**src/pif_pkg.sv**
```systemverilog
// shared types, constants and helpers for the printf integer field formatter
package pif_pkg;

    localparam int MAX_FIELD_DEF = 48;
    localparam int CNT_W         = 7;
    localparam int NUM_DIG       = 24;
    localparam int IDX_W         = 5;
    localparam int ND_W          = 5;

    localparam logic [2:0] OP_SDEC = 3'd0;
    localparam logic [2:0] OP_UDEC = 3'd1;
    localparam logic [2:0] OP_HEXL = 3'd2;
    localparam logic [2:0] OP_HEXU = 3'd3;
    localparam logic [2:0] OP_OCT  = 3'd4;
    localparam logic [2:0] OP_CHAR = 3'd5;
    localparam logic [2:0] OP_PCT  = 3'd6;

    localparam logic [1:0] SZ_8  = 2'd0;
    localparam logic [1:0] SZ_16 = 2'd1;
    localparam logic [1:0] SZ_32 = 2'd2;
    localparam logic [1:0] SZ_64 = 2'd3;

    localparam logic [7:0] CH_SPACE   = 8'h20;
    localparam logic [7:0] CH_ZERO    = 8'h30;
    localparam logic [7:0] CH_PLUS    = 8'h2b;
    localparam logic [7:0] CH_MINUS   = 8'h2d;
    localparam logic [7:0] CH_PERCENT = 8'h25;
    localparam logic [7:0] CH_X_LOW   = 8'h78;
    localparam logic [7:0] CH_X_UP    = 8'h58;

    localparam logic [0:15][7:0] HEX_UPPER = "0123456789ABCDEF";
    localparam logic [0:15][7:0] HEX_LOWER = "0123456789abcdef";

    typedef enum logic [2:0] {
        ST_IDLE,
        ST_CONV,
        ST_SCAN,
        ST_SIZE,
        ST_PLAN,
        ST_EMIT
    } t_state;

    typedef struct packed {
        logic load;
        logic conv_step;
        logic scan_step;
        logic size;
        logic plan;
        logic emit_step;
    } t_cmd;

    typedef struct packed {
        logic is_dec;
        logic is_direct;
        logic conv_done;
        logic scan_done;
        logic out_free;
        logic emit_last;
    } t_stat;

    function automatic logic [7:0] f_digit_char(input logic [3:0] d, input logic upper);
        logic [7:0] c;
        c = upper ? HEX_UPPER[d] : HEX_LOWER[d];
        return c;
    endfunction

endpackage

```
**src/pif_ctrl.sv**
```systemverilog
// controller state machine sequencing load, conversion, digit scan, layout and output
module pif_ctrl (
    input  logic          i_clk,
    input  logic          i_rst_n,
    input  logic          i_in_valid,
    output logic          o_in_ready,
    input  pif_pkg::t_stat i_stat,
    output pif_pkg::t_cmd  o_cmd
);
    import pif_pkg::*;

    t_state r_state;
    t_state n_state;

    always_ff @(posedge i_clk) begin
        if (!i_rst_n) begin
            r_state <= ST_IDLE;
        end else begin
            r_state <= n_state;
        end
    end

    always_comb begin
        n_state = r_state;
        unique case (r_state)
            ST_IDLE: begin
                if (i_in_valid) begin
                    n_state = ST_CONV;
                end
            end
            ST_CONV: begin
                if (!i_stat.is_dec || i_stat.conv_done) begin
                    n_state = ST_SCAN;
                end
            end
            ST_SCAN: begin
                if (i_stat.is_direct || i_stat.scan_done) begin
                    n_state = ST_SIZE;
                end
            end
            ST_SIZE: begin
                n_state = ST_PLAN;
            end
            ST_PLAN: begin
                n_state = ST_EMIT;
            end
            ST_EMIT: begin
                if (i_stat.out_free && i_stat.emit_last) begin
                    n_state = ST_IDLE;
                end
            end
            default: begin
                n_state = ST_IDLE;
            end
        endcase
    end

    always_comb begin
        o_cmd      = '0;
        o_in_ready = 1'b0;
        unique case (r_state)
            ST_IDLE: begin
                o_in_ready = 1'b1;
                o_cmd.load = i_in_valid;
            end
            ST_CONV: begin
                o_cmd.conv_step = i_stat.is_dec;
            end
            ST_SCAN: begin
                o_cmd.scan_step = !i_stat.is_direct;
            end
            ST_SIZE: begin
                o_cmd.size = 1'b1;
            end
            ST_PLAN: begin
                o_cmd.plan = 1'b1;
            end
            ST_EMIT: begin
                o_cmd.emit_step = i_stat.out_free;
            end
            default: begin
                o_cmd = '0;
            end
        endcase
    end

endmodule

```
**src/pif_datapath.sv**
```systemverilog
// datapath: operand prep, serial binary to bcd, digit scan, field layout, output register
module pif_datapath #(
    parameter int MAX_FIELD = pif_pkg::MAX_FIELD_DEF
) (
    input  logic                 i_clk,
    input  logic                 i_rst_n,
    input  pif_pkg::t_cmd        i_cmd,
    output pif_pkg::t_stat       o_stat,
    input  logic [2:0]           i_operation,
    input  logic [63:0]          i_value,
    input  logic [1:0]           i_size_code,
    input  logic                 i_flag_plus,
    input  logic                 i_flag_space,
    input  logic                 i_flag_left,
    input  logic                 i_flag_zero,
    input  logic                 i_flag_alt,
    input  logic [5:0]           i_field_width,
    input  logic signed [6:0]    i_precision,
    output logic                 o_out_valid,
    input  logic                 i_out_ready,
    output logic [7:0]           o_char_code,
    output logic                 o_is_last,
    output logic                 o_no_char
);
    import pif_pkg::*;

    // operand registers
    logic                r_dec;
    logic                r_direct;
    logic                r_bad;
    logic                r_upper;
    logic [7:0]          r_lit;
    logic [7:0]          r_pre0;
    logic [7:0]          r_pre1;
    logic [1:0]          r_np;
    logic [5:0]          r_prec;
    logic                r_prec_zero;
    logic                r_zp;
    logic                r_left;
    logic [5:0]          r_width;
    logic [63:0]         r_bin;
    logic [CNT_W-1:0]    r_cnt;
    logic [3:0]          r_dig [NUM_DIG];
    logic [IDX_W-1:0]    r_idx;
    logic [ND_W-1:0]     r_nd;

    // layout registers
    logic [CNT_W-1:0]    r_nz;
    logic [CNT_W-1:0]    r_tot;
    logic [CNT_W-1:0]    r_pad;
    logic [CNT_W-1:0]    r_b1;
    logic [CNT_W-1:0]    r_b2;
    logic [CNT_W-1:0]    r_b3;
    logic [CNT_W-1:0]    r_b4;
    logic [CNT_W-1:0]    r_last;
    logic                r_empty;
    logic [CNT_W-1:0]    r_k;

    // output register
    logic                r_out_valid;
    logic [7:0]          r_char;
    logic                r_is_last;
    logic                r_no_char;

    // load-time operand prep
    logic [63:0]         masked;
    logic [63:0]         mask;
    logic                sbit;
    logic                neg;
    logic [63:0]         mag;
    logic [63:0]         aligned;
    logic [CNT_W-1:0]    nbits;
    logic                nonzero;
    logic                prec_given;
    logic [5:0]          prec_sat;
    logic [5:0]          width_sat;
    logic [7:0]          pre0;
    logic [7:0]          pre1;
    logic [1:0]          np;
    logic [3:0]          ld_dig [NUM_DIG];
    logic [65:0]         mag_ext;

    always_comb begin
        unique case (i_size_code)
            SZ_8:    begin mask = 64'h0000_0000_0000_00ff; sbit = i_value[7];  end
            SZ_16:   begin mask = 64'h0000_0000_0000_ffff; sbit = i_value[15]; end
            SZ_32:   begin mask = 64'h0000_0000_ffff_ffff; sbit = i_value[31]; end
            default: begin mask = 64'hffff_ffff_ffff_ffff; sbit = i_value[63]; end
        endcase
        masked  = i_value & mask;
        nonzero = |masked;
        neg     = (i_operation == OP_SDEC) && sbit;
        mag     = neg ? ((~masked + 64'd1) & mask) : masked;
        unique case (i_size_code)
            SZ_8:    begin aligned = {mag[7:0], 56'd0};  nbits = CNT_W'(8);  end
            SZ_16:   begin aligned = {mag[15:0], 48'd0}; nbits = CNT_W'(16); end
            SZ_32:   begin aligned = {mag[31:0], 32'd0}; nbits = CNT_W'(32); end
            default: begin aligned = mag;                nbits = CNT_W'(64); end
        endcase

        prec_given = !i_precision[6];
        prec_sat   = (i_precision[5:0] > 6'(MAX_FIELD)) ? 6'(MAX_FIELD) : i_precision[5:0];
        width_sat  = (i_field_width > 6'(MAX_FIELD)) ? 6'(MAX_FIELD) : i_field_width;

        pre0 = CH_ZERO;
        pre1 = CH_X_LOW;
        np   = 2'd0;
        case (i_operation) inside
            OP_SDEC: begin
                if (neg) begin
                    pre0 = CH_MINUS;
                    np   = 2'd1;
                end else if (i_flag_plus) begin
                    pre0 = CH_PLUS;
                    np   = 2'd1;
                end else if (i_flag_space) begin
                    pre0 = CH_SPACE;
                    np   = 2'd1;
                end
            end
            OP_HEXL, OP_HEXU: begin
                pre1 = (i_operation == OP_HEXU) ? CH_X_UP : CH_X_LOW;
                if (i_flag_alt && nonzero) begin
                    np = 2'd2;
                end
            end
            OP_OCT: begin
                if (i_flag_alt && nonzero) begin
                    np = 2'd1;
                end
            end
            default: begin
                np = 2'd0;
            end
        endcase

        mag_ext = {2'b00, mag};
        for (int i = 0; i < NUM_DIG; i++) begin
            ld_dig[i] = 4'd0;
        end
        if (i_operation == OP_HEXL || i_operation == OP_HEXU) begin
            for (int i = 0; i < 16; i++) begin
                ld_dig[i] = mag[4*i +: 4];
            end
        end else if (i_operation == OP_OCT) begin
            for (int i = 0; i < 22; i++) begin
                ld_dig[i] = {1'b0, mag_ext[3*i +: 3]};
            end
        end
    end

    // shift-add-3 step
    logic [3:0]          adj [NUM_DIG];
    always_comb begin
        for (int i = 0; i < NUM_DIG; i++) begin
            adj[i] = (r_dig[i] >= 4'd5) ? (r_dig[i] + 4'd3) : r_dig[i];
        end
    end

    // scan and layout
    logic [3:0]          cur_dig;
    logic                cur_nz;
    logic [CNT_W-1:0]    prec_w;
    logic [CNT_W-1:0]    nd_w;
    logic [CNT_W-1:0]    np_w;
    logic [CNT_W-1:0]    nz;
    logic [CNT_W-1:0]    tot;
    logic [CNT_W-1:0]    pad;
    logic [CNT_W-1:0]    width_w;
    logic [CNT_W-1:0]    grand;
    logic [CNT_W-1:0]    lead;
    logic [CNT_W-1:0]    zeros;

    assign cur_dig = r_dig[r_idx];
    assign cur_nz  = (cur_dig != 4'd0);
    assign prec_w  = CNT_W'(r_prec);
    assign nd_w    = CNT_W'(r_nd);
    assign np_w    = CNT_W'(r_np);
    assign width_w = CNT_W'(r_width);
    assign nz      = (prec_w > nd_w) ? (prec_w - nd_w) : '0;
    assign tot     = np_w + nz + nd_w;
    assign pad     = (width_w > tot) ? (width_w - tot) : '0;
    assign grand   = r_tot + r_pad;
    assign lead    = (!r_left && !r_zp) ? r_pad : '0;
    assign zeros   = r_nz + (r_zp ? r_pad : '0);

    // character at the current position
    logic [7:0]          cur_char;
    logic                in_digits;
    always_comb begin
        in_digits = 1'b0;
        if (r_empty) begin
            cur_char = 8'd0;
        end else if (r_k < r_b1) begin
            cur_char = CH_SPACE;
        end else if (r_k < r_b2) begin
            cur_char = (r_k == r_b1) ? r_pre0 : r_pre1;
        end else if (r_k < r_b3) begin
            cur_char = CH_ZERO;
        end else if (r_k < r_b4) begin
            in_digits = 1'b1;
            cur_char  = r_direct ? r_lit : f_digit_char(cur_dig, r_upper);
        end else begin
            cur_char = CH_SPACE;
        end
    end

    always_comb begin
        o_stat.is_dec    = r_dec;
        o_stat.is_direct = r_direct;
        o_stat.conv_done = (r_cnt == CNT_W'(1));
        o_stat.scan_done = cur_nz || (r_idx == '0);
        o_stat.out_free  = !r_out_valid || i_out_ready;
        o_stat.emit_last = (r_k == r_last);
    end

    always_ff @(posedge i_clk) begin
        if (i_cmd.load) begin
            r_dec       <= (i_operation == OP_SDEC) || (i_operation == OP_UDEC);
            r_direct    <= (i_operation == OP_CHAR) || (i_operation == OP_PCT) ||
                           (i_operation > OP_PCT);
            r_bad       <= (i_operation > OP_PCT);
            r_upper     <= (i_operation == OP_HEXU);
            r_lit       <= (i_operation == OP_CHAR) ? i_value[7:0] : CH_PERCENT;
            r_pre0      <= pre0;
            r_pre1      <= pre1;
            r_np        <= np;
            r_left      <= i_flag_left;
            r_width     <= width_sat;
            r_bin       <= aligned;
            r_cnt       <= nbits;
            r_dig       <= ld_dig;
            r_idx       <= IDX_W'(NUM_DIG - 1);
            if (i_operation == OP_CHAR || i_operation == OP_PCT) begin
                r_prec      <= '0;
                r_prec_zero <= 1'b0;
                r_zp        <= 1'b0;
                r_nd        <= ND_W'(1);
            end else begin
                r_prec      <= prec_given ? prec_sat : '0;
                r_prec_zero <= prec_given && (i_precision[5:0] == 6'd0);
                r_zp        <= i_flag_zero && !prec_given && !i_flag_left;
                r_nd        <= '0;
            end
        end
        if (i_cmd.conv_step) begin
            r_dig[0] <= {adj[0][2:0], r_bin[63]};
            for (int i = 1; i < NUM_DIG; i++) begin
                r_dig[i] <= {adj[i][2:0], adj[i-1][3]};
            end
            r_bin <= {r_bin[62:0], 1'b0};
            r_cnt <= r_cnt - CNT_W'(1);
        end
        if (i_cmd.scan_step) begin
            if (cur_nz) begin
                r_nd <= ND_W'(r_idx) + ND_W'(1);
            end else if (r_idx == '0) begin
                r_nd <= r_prec_zero ? '0 : ND_W'(1);
            end else begin
                r_idx <= r_idx - IDX_W'(1);
            end
        end
        if (i_cmd.size) begin
            r_nz  <= nz;
            r_tot <= tot;
            r_pad <= pad;
        end
        if (i_cmd.plan) begin
            r_b1    <= lead;
            r_b2    <= lead + np_w;
            r_b3    <= lead + np_w + zeros;
            r_b4    <= lead + np_w + zeros + nd_w;
            r_empty <= r_bad || (grand == '0);
            r_last  <= (r_bad || (grand == '0)) ? '0 : (grand - CNT_W'(1));
            r_k     <= '0;
        end
        if (i_cmd.emit_step) begin
            r_k       <= r_k + CNT_W'(1);
            r_char    <= cur_char;
            r_is_last <= (r_k == r_last);
            r_no_char <= r_empty;
            if (in_digits && r_idx != '0) begin
                r_idx <= r_idx - IDX_W'(1);
            end
        end
    end

    always_ff @(posedge i_clk) begin
        if (!i_rst_n) begin
            r_out_valid <= 1'b0;
        end else if (i_cmd.emit_step) begin
            r_out_valid <= 1'b1;
        end else if (i_out_ready) begin
            r_out_valid <= 1'b0;
        end
    end

    assign o_out_valid = r_out_valid;
    assign o_char_code = r_char;
    assign o_is_last   = r_is_last;
    assign o_no_char   = r_no_char;

endmodule

```
**src/printf_integer_field_formatter.sv**
```systemverilog
// top level of the printf integer field formatter: controller plus datapath
// steps in order are load, serial binary to bcd conversion (decimal only), a scan for the
// leading digit (skipped for char and percent), layout in the size and plan states, then one
// character per cycle while the receiver keeps up; the next directive is accepted while the
// last character still waits; synchronous active-low reset idles the fsm
module printf_integer_field_formatter #(
    parameter int MAX_FIELD = pif_pkg::MAX_FIELD_DEF
) (
    input  logic              i_clk,
    input  logic              i_rst_n,
    input  logic              i_in_valid,
    output logic              o_in_ready,
    input  logic [2:0]        i_operation,
    input  logic [63:0]       i_value,
    input  logic [1:0]        i_size_code,
    input  logic              i_flag_plus,
    input  logic              i_flag_space,
    input  logic              i_flag_left,
    input  logic              i_flag_zero,
    input  logic              i_flag_alt,
    input  logic [5:0]        i_field_width,
    input  logic signed [6:0] i_precision,
    output logic              o_out_valid,
    input  logic              i_out_ready,
    output logic [7:0]        o_char_code,
    output logic              o_is_last,
    output logic              o_no_char
);
    import pif_pkg::*;

    t_cmd  cmd;
    t_stat stat;

    pif_ctrl u_ctrl (
        .i_clk      (i_clk),
        .i_rst_n    (i_rst_n),
        .i_in_valid (i_in_valid),
        .o_in_ready (o_in_ready),
        .i_stat     (stat),
        .o_cmd      (cmd)
    );

    pif_datapath #(
        .MAX_FIELD (MAX_FIELD)
    ) u_datapath (
        .i_clk         (i_clk),
        .i_rst_n       (i_rst_n),
        .i_cmd         (cmd),
        .o_stat        (stat),
        .i_operation   (i_operation),
        .i_value       (i_value),
        .i_size_code   (i_size_code),
        .i_flag_plus   (i_flag_plus),
        .i_flag_space  (i_flag_space),
        .i_flag_left   (i_flag_left),
        .i_flag_zero   (i_flag_zero),
        .i_flag_alt    (i_flag_alt),
        .i_field_width (i_field_width),
        .i_precision   (i_precision),
        .o_out_valid   (o_out_valid),
        .i_out_ready   (i_out_ready),
        .o_char_code   (o_char_code),
        .o_is_last     (o_is_last),
        .o_no_char     (o_no_char)
    );

endmodule

```
**config.mk**
```make
export PLATFORM = sky130hd
export DESIGN_NAME = printf_integer_field_formatter
export DESIGN_NICKNAME = d
export VERILOG_FILES = /design/src/pif_pkg.sv /design/src/pif_ctrl.sv /design/src/pif_datapath.sv /design/src/printf_integer_field_formatter.sv
export SDC_FILE = /design/constraint.sdc
export NUM_CORES = 1
export LEC_CHECK = 0
export BUFFER_PORTS_ARGS = -buffer_cell sky130_fd_sc_hd__buf_2
export CAP_MARGIN = 20
export CORE_MARGIN = 1
export CORE_UTILIZATION = 30
export DETAILED_ROUTE_END_ITERATION = 12
export GPL_TIMING_DRIVEN = 0
export MAX_ROUTING_LAYER = met4
export PLACE_DENSITY = 0.56
export REMOVE_ABC_BUFFERS = 1
export SKIP_LAST_GASP = 1
export SLEW_MARGIN = 20
export SYNTH_ARGS = -nofsm -noshare
export SYNTH_HDL_FRONTEND = slang
export SYNTH_SLANG_ARGS = --single-unit
```
**constraint.sdc**
```tcl
create_clock -name i_clk -period 4.97 [get_ports i_clk]
set_input_delay 0.497 -clock i_clk [delete_from_list [all_inputs] [get_ports i_clk]]
set_output_delay 0.497 -clock i_clk [all_outputs]
set_load 0.05 [all_outputs]
```
==> results of run 1 <==
[synthesized netlist by cell type (all sizes together) (5+ instances only)]
cell	number
a21oi	137
nor3	40
xor2	51
o32ai	5
or3	10
clkbuf	52
a2111oi	7
mux4	23
a32o	5
nand2	193
nand3	17
a31oi	15
o21ai	148
edfxtp	274
o211ai	7
a22o	10
xnor2	98
and2	33
mux2i	14
o41ai	5
o21bai	6
a211oi	11
o221ai	46
o31ai	10
inv	150
nor2b	14
ha	118
dfxtp	15
nand2b	44
nor3b	27
o22ai	35
buf	29
nand4	8
a22oi	16
and3	13
or4	14
o21a	7
nor4	16
nor2	146
a21o	19
fa	15
[cells by family after synthesis]
logic type	Yosys count	share of synthesized area, %
buffers and inverters	232	4.96
multiplexers	41	3.66
flip-flops	289	43.6
AO/OA/AOI/OAI	520	17.0
XOR/XNOR	149	6.68
AND/OR/NAND/NOR	591	14.9
adder cells (fa/ha/maj)	134	9.14
[cell type report]
| cell class | instances | area (µm²) |
|---|---|---|
| sequential | 289 | 8540 |
| fill | 6551 | 42100 |
| multi-input combinational | 1435 | 10100 |
| clock inverter | 21 | 258 |
| timing repair buffer | 121 | 817 |
| inverter | 151 | 569 |
| tap | 855 | 1070 |
| clock buffer | 46 | 1000 |
[critical path: stages, from the launching register on]
cell and delay [ns]:
edfxtp_1 0.44, ha_1 0.34, nor2b_1 0.20, o21ai_2 0.09, a21oi_2 0.21, o21ai_1 0.09
a21o_1 0.25, nor2_1 0.21, ha_1 0.29, ha_1 0.31, a21o_1 0.18, a21oi_1 0.24
xnor2_1 0.18, ha_1 0.37, o21ai_0 0.10, o21ai_1 0.23, o21ai_0 0.11, a21o_1 0.19
a31o_2 0.26, a211oi_1 0.22
[registers in the layout (all words and copies together) (netlist names), 8 cells and up]
name and cells:
u_datapath.r_dig 96, u_datapath.r_bin 64, u_datapath.r_lit 8, u_datapath.o_char_code 8
[per-layer routing]
| metal | GRT usage (%) | routed length, µm | vias up |
|---|---|---|---|
| li1 | - | - | 7328 |
| met1 | 24.7 | 26800 | 7888 |
| met2 | 29.4 | 28300 | 638 |
| met3 | 2.93 | 4240 | 127 |
| met4 | 5.75 | 1910 | 0 |
| met5 | - | 0 | - |
[power by group through the flow]
stage               Clock (W)  Sequential (W)  Combinational (W)
CTS                   0.00289         0.00460            0.00516
finish                0.00283         0.00461            0.00522
detailed placement          0         0.00465            0.00510
global placement            0         0.00460            0.00468
global route          0.00296         0.00471            0.00584
floorplan                   0         0.00450            0.00374
[repair_timing]
action / 4_1_cts / 5_1_grt
resized for setup: 3 / 8
buffers inserted: 0 / 2
endpoints found under the setup margin: 6 / 8
hold buffers: 0 / 0
pin swaps: 0 / 2
[metrics by stage]
stage / instances / total power [W] / util [%] / area [µm²] / hold WS, ns
after global placement: 2832 / 0.00928 / 32.1 / 20700 / 0.448
final: 2918 / 0.0127 / 34.7 / 22400 / 0.131
after global routing: 2918 / 0.0135 / 34.7 / 22400 / 0.105
after floorplan: 1875 / 0.00824 / - / 19100 / 0.435
after detailed placement: 2849 / 0.00975 / 32.7 / 21100 / 0.456
after CTS: 2916 / 0.0127 / 34.7 / 22300 / 0.0918
[how the worst max path moves through the flow]
stage / slack [ns] / end / depth (start not counted) / startpoint
finish: 0.28 / u_datapath.r_pad[6] / 19 / u_datapath.r_prec[1]
global route: 0.007 / u_datapath.r_pad[6] / 20 / u_datapath.r_nd[1]
CTS: 0.006 / u_datapath.r_pad[6] / 20 / u_datapath.r_nd[1]
detailed placement: -0.22 / u_datapath.r_pad[6] / 20 / u_datapath.r_nd[1]
global placement: -13.65 / u_datapath.r_dig[41] / 5 / u_ctrl.r_state[0]
floorplan: -5.21 / u_datapath.r_dig[41] / 5 / u_ctrl.r_state[0]
==> results.yml, run 1 <==
run_status:
  status: "completed"
global_route:
  first_global_vias: 15455
  antenna_found_initial: 0
  gr-total-overflow: 0
  grt_max_degree: 57
  grt_use_total_pct: 18.7
  grt_pass1_wl_um: 93100
critical_path:
  critPathRequiredTime_ns: 5.36
  reg2regPathDepth: 19
  endpoint_kind: "flop"
  regToRegEndpoint: "u_datapath.r_pad[6]"
  r2r_start: "u_datapath.r_prec[1]"
  startpoint_type: "flop"
  critical_path_class: "flop to flop"
  crit_arrival_ns: 5.08
  regToRegSetupSlack_ns: 0.28
  critPathMaxFanout: 6
routing:
  drt_iter0_markers: 1513
  route.detailed.drc: 0
  final_antenna_net_count: 0
  wl_per_cell_um: 21.0
  vias: 15981
  vias_per_cell: 5.48
  wirelength_um: 61200
  drtPass1Iterations: 6
power:
  clkPwrFrac_pct: 22.3
  intPower_w: 0.00772
  p_leak_nw: 8.36
  peakVddDrop_mv: 0.237
  power-per-cell-area_mw_per_mm2: 566
  swShare_pct: 39.0
  power_frac_comb_pct: 41.2
  p_switching_w: 0.00493
  p_seq_share_pct: 36.5
cts:
  cts.sinks: 289
  root_buffer: "clkbuf_16"
  worstSkewPairLatency_ns: 0.56
  clk_pin_slew_ns: 0.06
  h-tree-depth: 2
  cts_tree: "yes"
  numCtsBuffers: 37
  clock_path_buffers: 3
yosys:
  ys_async_sr_fraction_pct: 0
  yosys.area.top_type: "edfxtp_1"
  syn-mean-instance-area_um2: 9.99
  synth_edf_count: 274
  netlist_area_mm2: 0.0195
  synth_top_area_share_pct: 42.1
  synth-main-ff-cell: "edfxtp_1"
  synth_cell_types: 93
  synth_top_cells_by_area: "edfxtp_1, ha_1, xnor2_1, o21ai_0, nand2_1"
  synth_warnings: 0
  ys_seq_elements: 289
  postSynthCellCount: 1956
  ys_seq_area_share_pct: 43.6
placement:
  hpwl_um: 45300
  io_buffers: 102
  gp_congestion: 0.928
  pre_cts_ws_ns: -0.218
timing:
  period_minus_slack_ns: 4.69
  worstMarginPinSlew_ns: 1.10
  grt_setup_unrepaired: "false"
  finalClockSkew_ns: 0.0271
  maxSlewHeadroom_pct: 26.4
  finalWorstSetupSlack_ns: 0.276
  fin_crit_sh_pct: 94.4
  report.final.slew_viol_count: 0
  fin_tns_setup_ns: 0
  setup_viol: 0
  fmax_ghz: 0.213
  finalHoldViolCount: 0
layout:
  area_growth_pct: 14.5
  antenna_cells: 0
  layout_common_cells: "edfxtp_1, nand2_1, inv_1"
  drive_gt1_share_pct: 12.2
  layout_commonest_cell: "edfxtp_1"
  num-nets-final: 2259
min_path:
  whs_endpoint: "u_datapath.r_width[4]"
  hp-class: "input port to flop"
  min_from: "i_field_width[4]"
  hold_path_depth: 1
die:
  die_h_um: 257
  fp-row-count: 93
  initial_core_util_pct: 30.3
  dieWidth_um: 257
  io_pins: 103
  die_area_mm2: 0.0662
  coreArea_mm2: 0.0645
job:
  maxCapViolations: 0
Note: power is estimated with default switching activity, not from simulation.
==> run 2: changes to the inputs <==
--- a/config.mk
+++ b/config.mk
@@ -12,7 +12,7 @@
 export DETAILED_ROUTE_END_ITERATION = 12
 export GPL_TIMING_DRIVEN = 0
 export MAX_ROUTING_LAYER = met4
-export PLACE_DENSITY = 0.56
+export PLACE_DENSITY = 0.54
 export REMOVE_ABC_BUFFERS = 1
 export SKIP_LAST_GASP = 1
 export SLEW_MARGIN = 20
==> constraint.sdc (replaced) <==
create_clock -name i_clk -period 4.9 [get_ports i_clk]
set_input_delay 0.49 -clock i_clk [delete_from_list [all_inputs] [get_ports i_clk]]
set_output_delay 0.49 -clock i_clk [all_outputs]
set_load 0.05 [all_outputs]
==> run 2 against run 1 <==
Against the previous run: final cell count increased by 0.17%; worst setup slack got worse by 0.062 ns; clock skew up 0.0026 ns; critical endpoint unchanged; highest routed layer unchanged.
==> results.yml, run 2 (synthesis results as in run 1) <==
global_route:
  grt_max_degree: 53
  grt_use_total_pct: 19.0
  grt_pass1_wl_um: 94300
  gr-total-overflow: 0
  first_global_vias: 15582
  antenna_found_initial: 2
layout:
  drive_gt1_share_pct: 12.3
  layout_common_cells: "edfxtp_1, nand2_1, inv_1"
  top_regs: "u_datapath.r_dig x96, u_datapath.r_bin x64"
  top_register: "u_datapath.r_dig"
  fin_cells: 2923
  num-nets-final: 2261
  fillers: 6532
  layout_commonest_cell: "edfxtp_1"
  largest_reg_flops: 96
  postLayoutCellArea_mm2: 0.0224
  area_growth_pct: 14.6
die:
  dieWidth_um: 257
  coreArea_mm2: 0.0645
  initial_core_util_pct: 30.3
  io_pins: 103
  die_area_mm2: 0.0662
  fp-row-count: 93
  die_h_um: 257
cts:
  cts_tree: "yes"
  numCtsBuffers: 37
  hold_buffers: 0
  worstSkewPairLatency_ns: 0.57
  cts.sinks: 289
  h-tree-depth: 2
  clk_pin_slew_ns: 0.06
  root_buffer: "clkbuf_16"
  clock_path_buffers: 3
critical_path:
  crit_slowest_cell: "fa_1"
  endpoint_kind: "flop"
  startpoint_type: "flop"
  critPathMaxFanout: 6
  slowest_delay_ns: 0.54
  crit_arrival_ns: 4.99
  path_cells: "inv_1 > ha_1 > nor2b_1 > o21ai_1 > a21oi_1 > o21ai_1 > a21o_1 > nor2_2 > fa_1 > ha_1 > inv_1 > fa_1 > ha_1 > maj3_1 > a21oi_1 > o21ai_1 > o21ai_0 > a21o_1 > a31o_2 > a211oi_1"
  critPathRequiredTime_ns: 5.20
  critical_path_class: "flop to flop"
placement:
  pre_cts_ws_ns: -0.204
  hpwl_um: 45600
  gp_congestion: 0.914
  io_buffers: 102
  place_inst: 2851
  dpl_cell_area_mm2: 0.0211
routing:
  drtPass1Iterations: 6
  final_antenna_net_count: 0
  wl_per_cell_um: 21.1
  vias_per_cell: 5.46
  route.detailed.drc: 0
  vias: 15949
  wirelength_um: 61600
  drt_iter0_markers: 1638
timing:
  fin_crit_sh_pct: 95.6
  maxSlewHeadroom_pct: 21.0
  report.final.slew_viol_count: 0
  fmax_ghz: 0.213
  setup_viol: 0
  finalClockSkew_ns: 0.0297
  worstMarginPinSlew_ns: 1.18
  finalWorstSetupSlack_ns: 0.214
  grt_setup_unrepaired: "true"
  period_minus_slack_ns: 4.69
  finalHoldViolCount: 0
run_status:
  status: "completed"
power:
  power-per-cell-area_mw_per_mm2: 573
  p_leak_nw: 8.39
  p_total_w: 0.0128
  peakVddDrop_mv: 0.275
job:
  maxCapViolations: 0
min_path:
  hp-class: "input port to flop"
## run 2: path summary, 6_finish.rpt
kind / cells past startpoint / startpoint / end / slack, ns
worst max-delay path: 20 / u_datapath.r_nd[1] / u_datapath.r_pad[6] / 0.21
worst min-delay path: 1 / i_field_width[5] / u_datapath.r_width[5] / 0.12
worst max register to register: 20 / u_datapath.r_nd[1] / u_datapath.r_pad[6] / 0.21
worst min register to register: 2 / u_datapath.r_bin[0] / u_datapath.r_bin[0] / 0.47
## run 2: area by class of cell
| cell class | instances | area, µm² | area share [%] |
|---|---|---|---|
| clock buffers | 45 | 1030 | 4.59 |
| well taps | 855 | 1070 | 4.78 |
| diodes | 2 | 5.00 | 0.0223 |
| clock inverters | 23 | 245 | 1.09 |
| multi-input cells | 1435 | 10100 | 45.2 |
| inverters | 151 | 569 | 2.54 |
| flip-flops and latches | 289 | 8540 | 38.1 |
| repair buffers | 123 | 826 | 3.69 |
## run 2: what timing repair did
item | 4_1_cts | 5_1_grt
resized for setup | 4 | 5
setup endpoints to repair | 6 | 8
pin swaps | 0 | 2
hold endpoints to repair | 0 | 0
buffers inserted | 0 | 2
cloned | 0 | 0
## run 2: per-layer routing
layer  global-route usage [%]  vias to the layer above  share of wire (%)
li1                         -                     7354                  -
met3                     3.24                      122                7.3
met5                        -                        -                  0
met2                     29.1                      627                 45
met4                     6.78                        0                3.4
met1                     25.1                     7846                 44
## run 2: metrics by stage
stage | hold slack, ns | TNS [ns] | util (%)
floorplan | 0.435 | -865.09 | -
global placement | 0.452 | -2556.23 | 32.1
detailed placement | 0.460 | -1.10 | 32.7
CTS | 0.0891 | 0 | 34.7
global route | 0.0890 | -0.405 | 34.7
finish | 0.122 | 0 | 34.7
## run 2: worst max-delay path, delay by kind of cell, from the launching register on
family / cells / cell delay [ns]
buf+inv: 2 / 0.13
simple gates: 2 / 0.21
flops: 1 / 0.39
fa+ha+maj: 6 / 2.11
compound gates: 10 / 1.59
## run 2: where the power goes
group	internal [W]	switching [W]	total, W
Sequential	0.00397	0.000720	0.00469
Combinational	0.00214	0.00312	0.00526
Clock	0.00172	0.00116	0.00287
Total	0.00783	0.00500	0.0128
==> run 3: changes to the inputs <==
==> constraint.sdc (replaced) <==
create_clock -name i_clk -period 4.43 [get_ports i_clk]
set_input_delay 0.443 -clock i_clk [delete_from_list [all_inputs] [get_ports i_clk]]
set_output_delay 0.443 -clock i_clk [all_outputs]
set_load 0.05 [all_outputs]
==> run 3 against run 2 <==
Against the previous run: register-to-register slack lost 0.12 ns; flip-flop and latch count unchanged; combinational power increased by 19%; critical endpoint unchanged; largest cell class unchanged.
==> results.yml, run 3 (synthesis results as in run 1) <==
run_status:
  status: "completed"
global_route:
  gr-total-overflow: 0
  grt_pass1_wl_um: 94600
  first_global_vias: 15626
  antenna_found_initial: 2
  grt_max_degree: 53
  grt_use_total_pct: 19.1
layout:
  drive_gt1_share_pct: 14.3
  area_growth_pct: 15.8
  postLayoutCellArea_mm2: 0.0226
  num-nets-final: 2272
  largest_reg_flops: 96
  layout_common_cells: "edfxtp_1, nand2_1, inv_1"
  top_regs: "u_datapath.r_dig x96, u_datapath.r_bin x64"
  fillers: 6509
  layout_commonest_cell: "edfxtp_1"
  top_register: "u_datapath.r_dig"
routing:
  wirelength_um: 62000
  vias_per_cell: 5.45
  final_antenna_net_count: 0
  wl_per_cell_um: 21.1
  route.detailed.drc: 0
  vias: 15984
  drt_iter0_markers: 1629
  drtPass1Iterations: 6
placement:
  gp_congestion: 0.914
  io_buffers: 102
  hpwl_um: 45600
  pre_cts_ws_ns: -0.674
  dpl_cell_area_mm2: 0.0211
cts:
  h-tree-depth: 2
  clk_pin_slew_ns: 0.06
  root_buffer: "clkbuf_16"
  cts.sinks: 289
  hold_buffers: 0
  worstSkewPairLatency_ns: 0.57
  clock_path_buffers: 3
  cts_tree: "yes"
  numCtsBuffers: 37
die:
  die_area_mm2: 0.0662
  dieWidth_um: 257
  initial_core_util_pct: 30.3
  io_pins: 103
  coreArea_mm2: 0.0645
  die_h_um: 257
  fp-row-count: 93
timing:
  fmax_ghz: 0.231
  period_minus_slack_ns: 4.34
  grt_setup_unrepaired: "true"
  holdWs_ns: 0.0757
  finalClockSkew_ns: 0.0313
  worstMarginPinSlew_ns: 1.18
  fin_tns_setup_ns: 0
  report.final.slew_viol_count: 0
  maxSlewHeadroom_pct: 21.0
  fin_crit_sh_pct: 97.9
  finalHoldViolCount: 0
  finalWorstSetupSlack_ns: 0.0948
  setup_viol: 0
critical_path:
  path_cells: "ha_4 > nor2b_4 > o21ai_2 > a21oi_2 > o21ai_2 > a21o_1 > nor2_4 > fa_1 > ha_2 > inv_2 > fa_2 > ha_4 > maj3_2 > a21oi_2 > o21ai_2 > o21ai_1 > a21o_1 > a31o_4 > a211oi_2"
  endpoint_kind: "flop"
  cpLargestDelayFamily: "adder cells"
  critPathRequiredTime_ns: 4.73
  cpMostUsedCell: "o21ai_2"
  slowest_delay_ns: 0.48
  critPathMaxFanout: 6
  crit_arrival_ns: 4.64
  startpoint_type: "flop"
  crit_buf_inv: 1
  critical_path_class: "flop to flop"
  crit_slowest_cell: "fa_2"
power:
  power-per-cell-area_mw_per_mm2: 647
  p_leak_nw: 8.47
  peakVddDrop_mv: 0.304
job:
  maxCapViolations: 0
min_path:
  hp-class: "input port to flop"
==> run 3: changes by cell type in the layout (fill, tap and decap cells not counted), moves of 4 or more <==
| cell | before | now |
|---|---|---|
| a21oi_1 | 136 | 132 |
| a21oi_2 | 1 | 5 |
| ha_1 | 118 | 113 |
| buf_4 | 5 | 16 |
==> run 3: where the power goes <==
| group | switching [W] | internal [W] | total, W |
|---|---|---|---|
| clock | 0.00129 | 0.00190 | 0.00318 |
| sequential | 0.000800 | 0.00440 | 0.00520 |
| combinational | 0.00363 | 0.00264 | 0.00627 |
| total | 0.00571 | 0.00893 | 0.0146 |
==> run 3: layout make-up <==
type | count | area (µm²) | share of cell area (%)
well taps | 855 | 1070 | 4.73
inverters | 151 | 569 | 2.52
flip-flops and latches | 289 | 8540 | 37.7
clock inverters | 23 | 245 | 1.08
clock buffers | 45 | 1030 | 4.54
diodes | 1 | 2.50 | 0.0111
multi-input cells | 1435 | 10300 | 45.4
repair buffers | 134 | 908 | 4.01
==> run 3: repair_timing <==
item                                    CTS  global route
buffers inserted                          6             7
endpoints found under the setup margin    9             9
resized for setup                        22            24
pin swaps                                 7            17
==> run 3: final timing paths <==
path | startpoint | to | slack, ns | cells past startpoint
worst max register to register | u_datapath.r_prec[1] | u_datapath.r_pad[6] | 0.09 | 19
worst min register to register | u_datapath.r_bin[0] | u_datapath.r_bin[0] | 0.47 | 2
worst min-delay path | i_field_width[5] | u_datapath.r_width[5] | 0.08 | 1
worst max-delay path | u_datapath.r_prec[1] | u_datapath.r_pad[6] | 0.09 | 19
==> run 3: through the flow <==
stage | power [W] | instances | utilization [%]
2_1_floorplan | 0.00925 | 1875 | -
3_3_place_gp | 0.0100 | 2832 | 32.1
3_5_place_dp | 0.0109 | 2851 | 32.7
4_1_cts | 0.0144 | 2925 | 34.9
5_1_grt | 0.0156 | 2933 | 35.1
6_report | 0.0146 | 2933 | 35.1
==> run 3: routing by layer <==
layer | GRT usage [%] | part of all wire (%) | vias to the layer above
met5 | - | 0 | -
met4 | 6.86 | 3.3 | 0
met3 | 3.24 | 6.8 | 114
met2 | 29.2 | 46 | 584
met1 | 25.2 | 44 | 7908
li1 | - | - | 7378
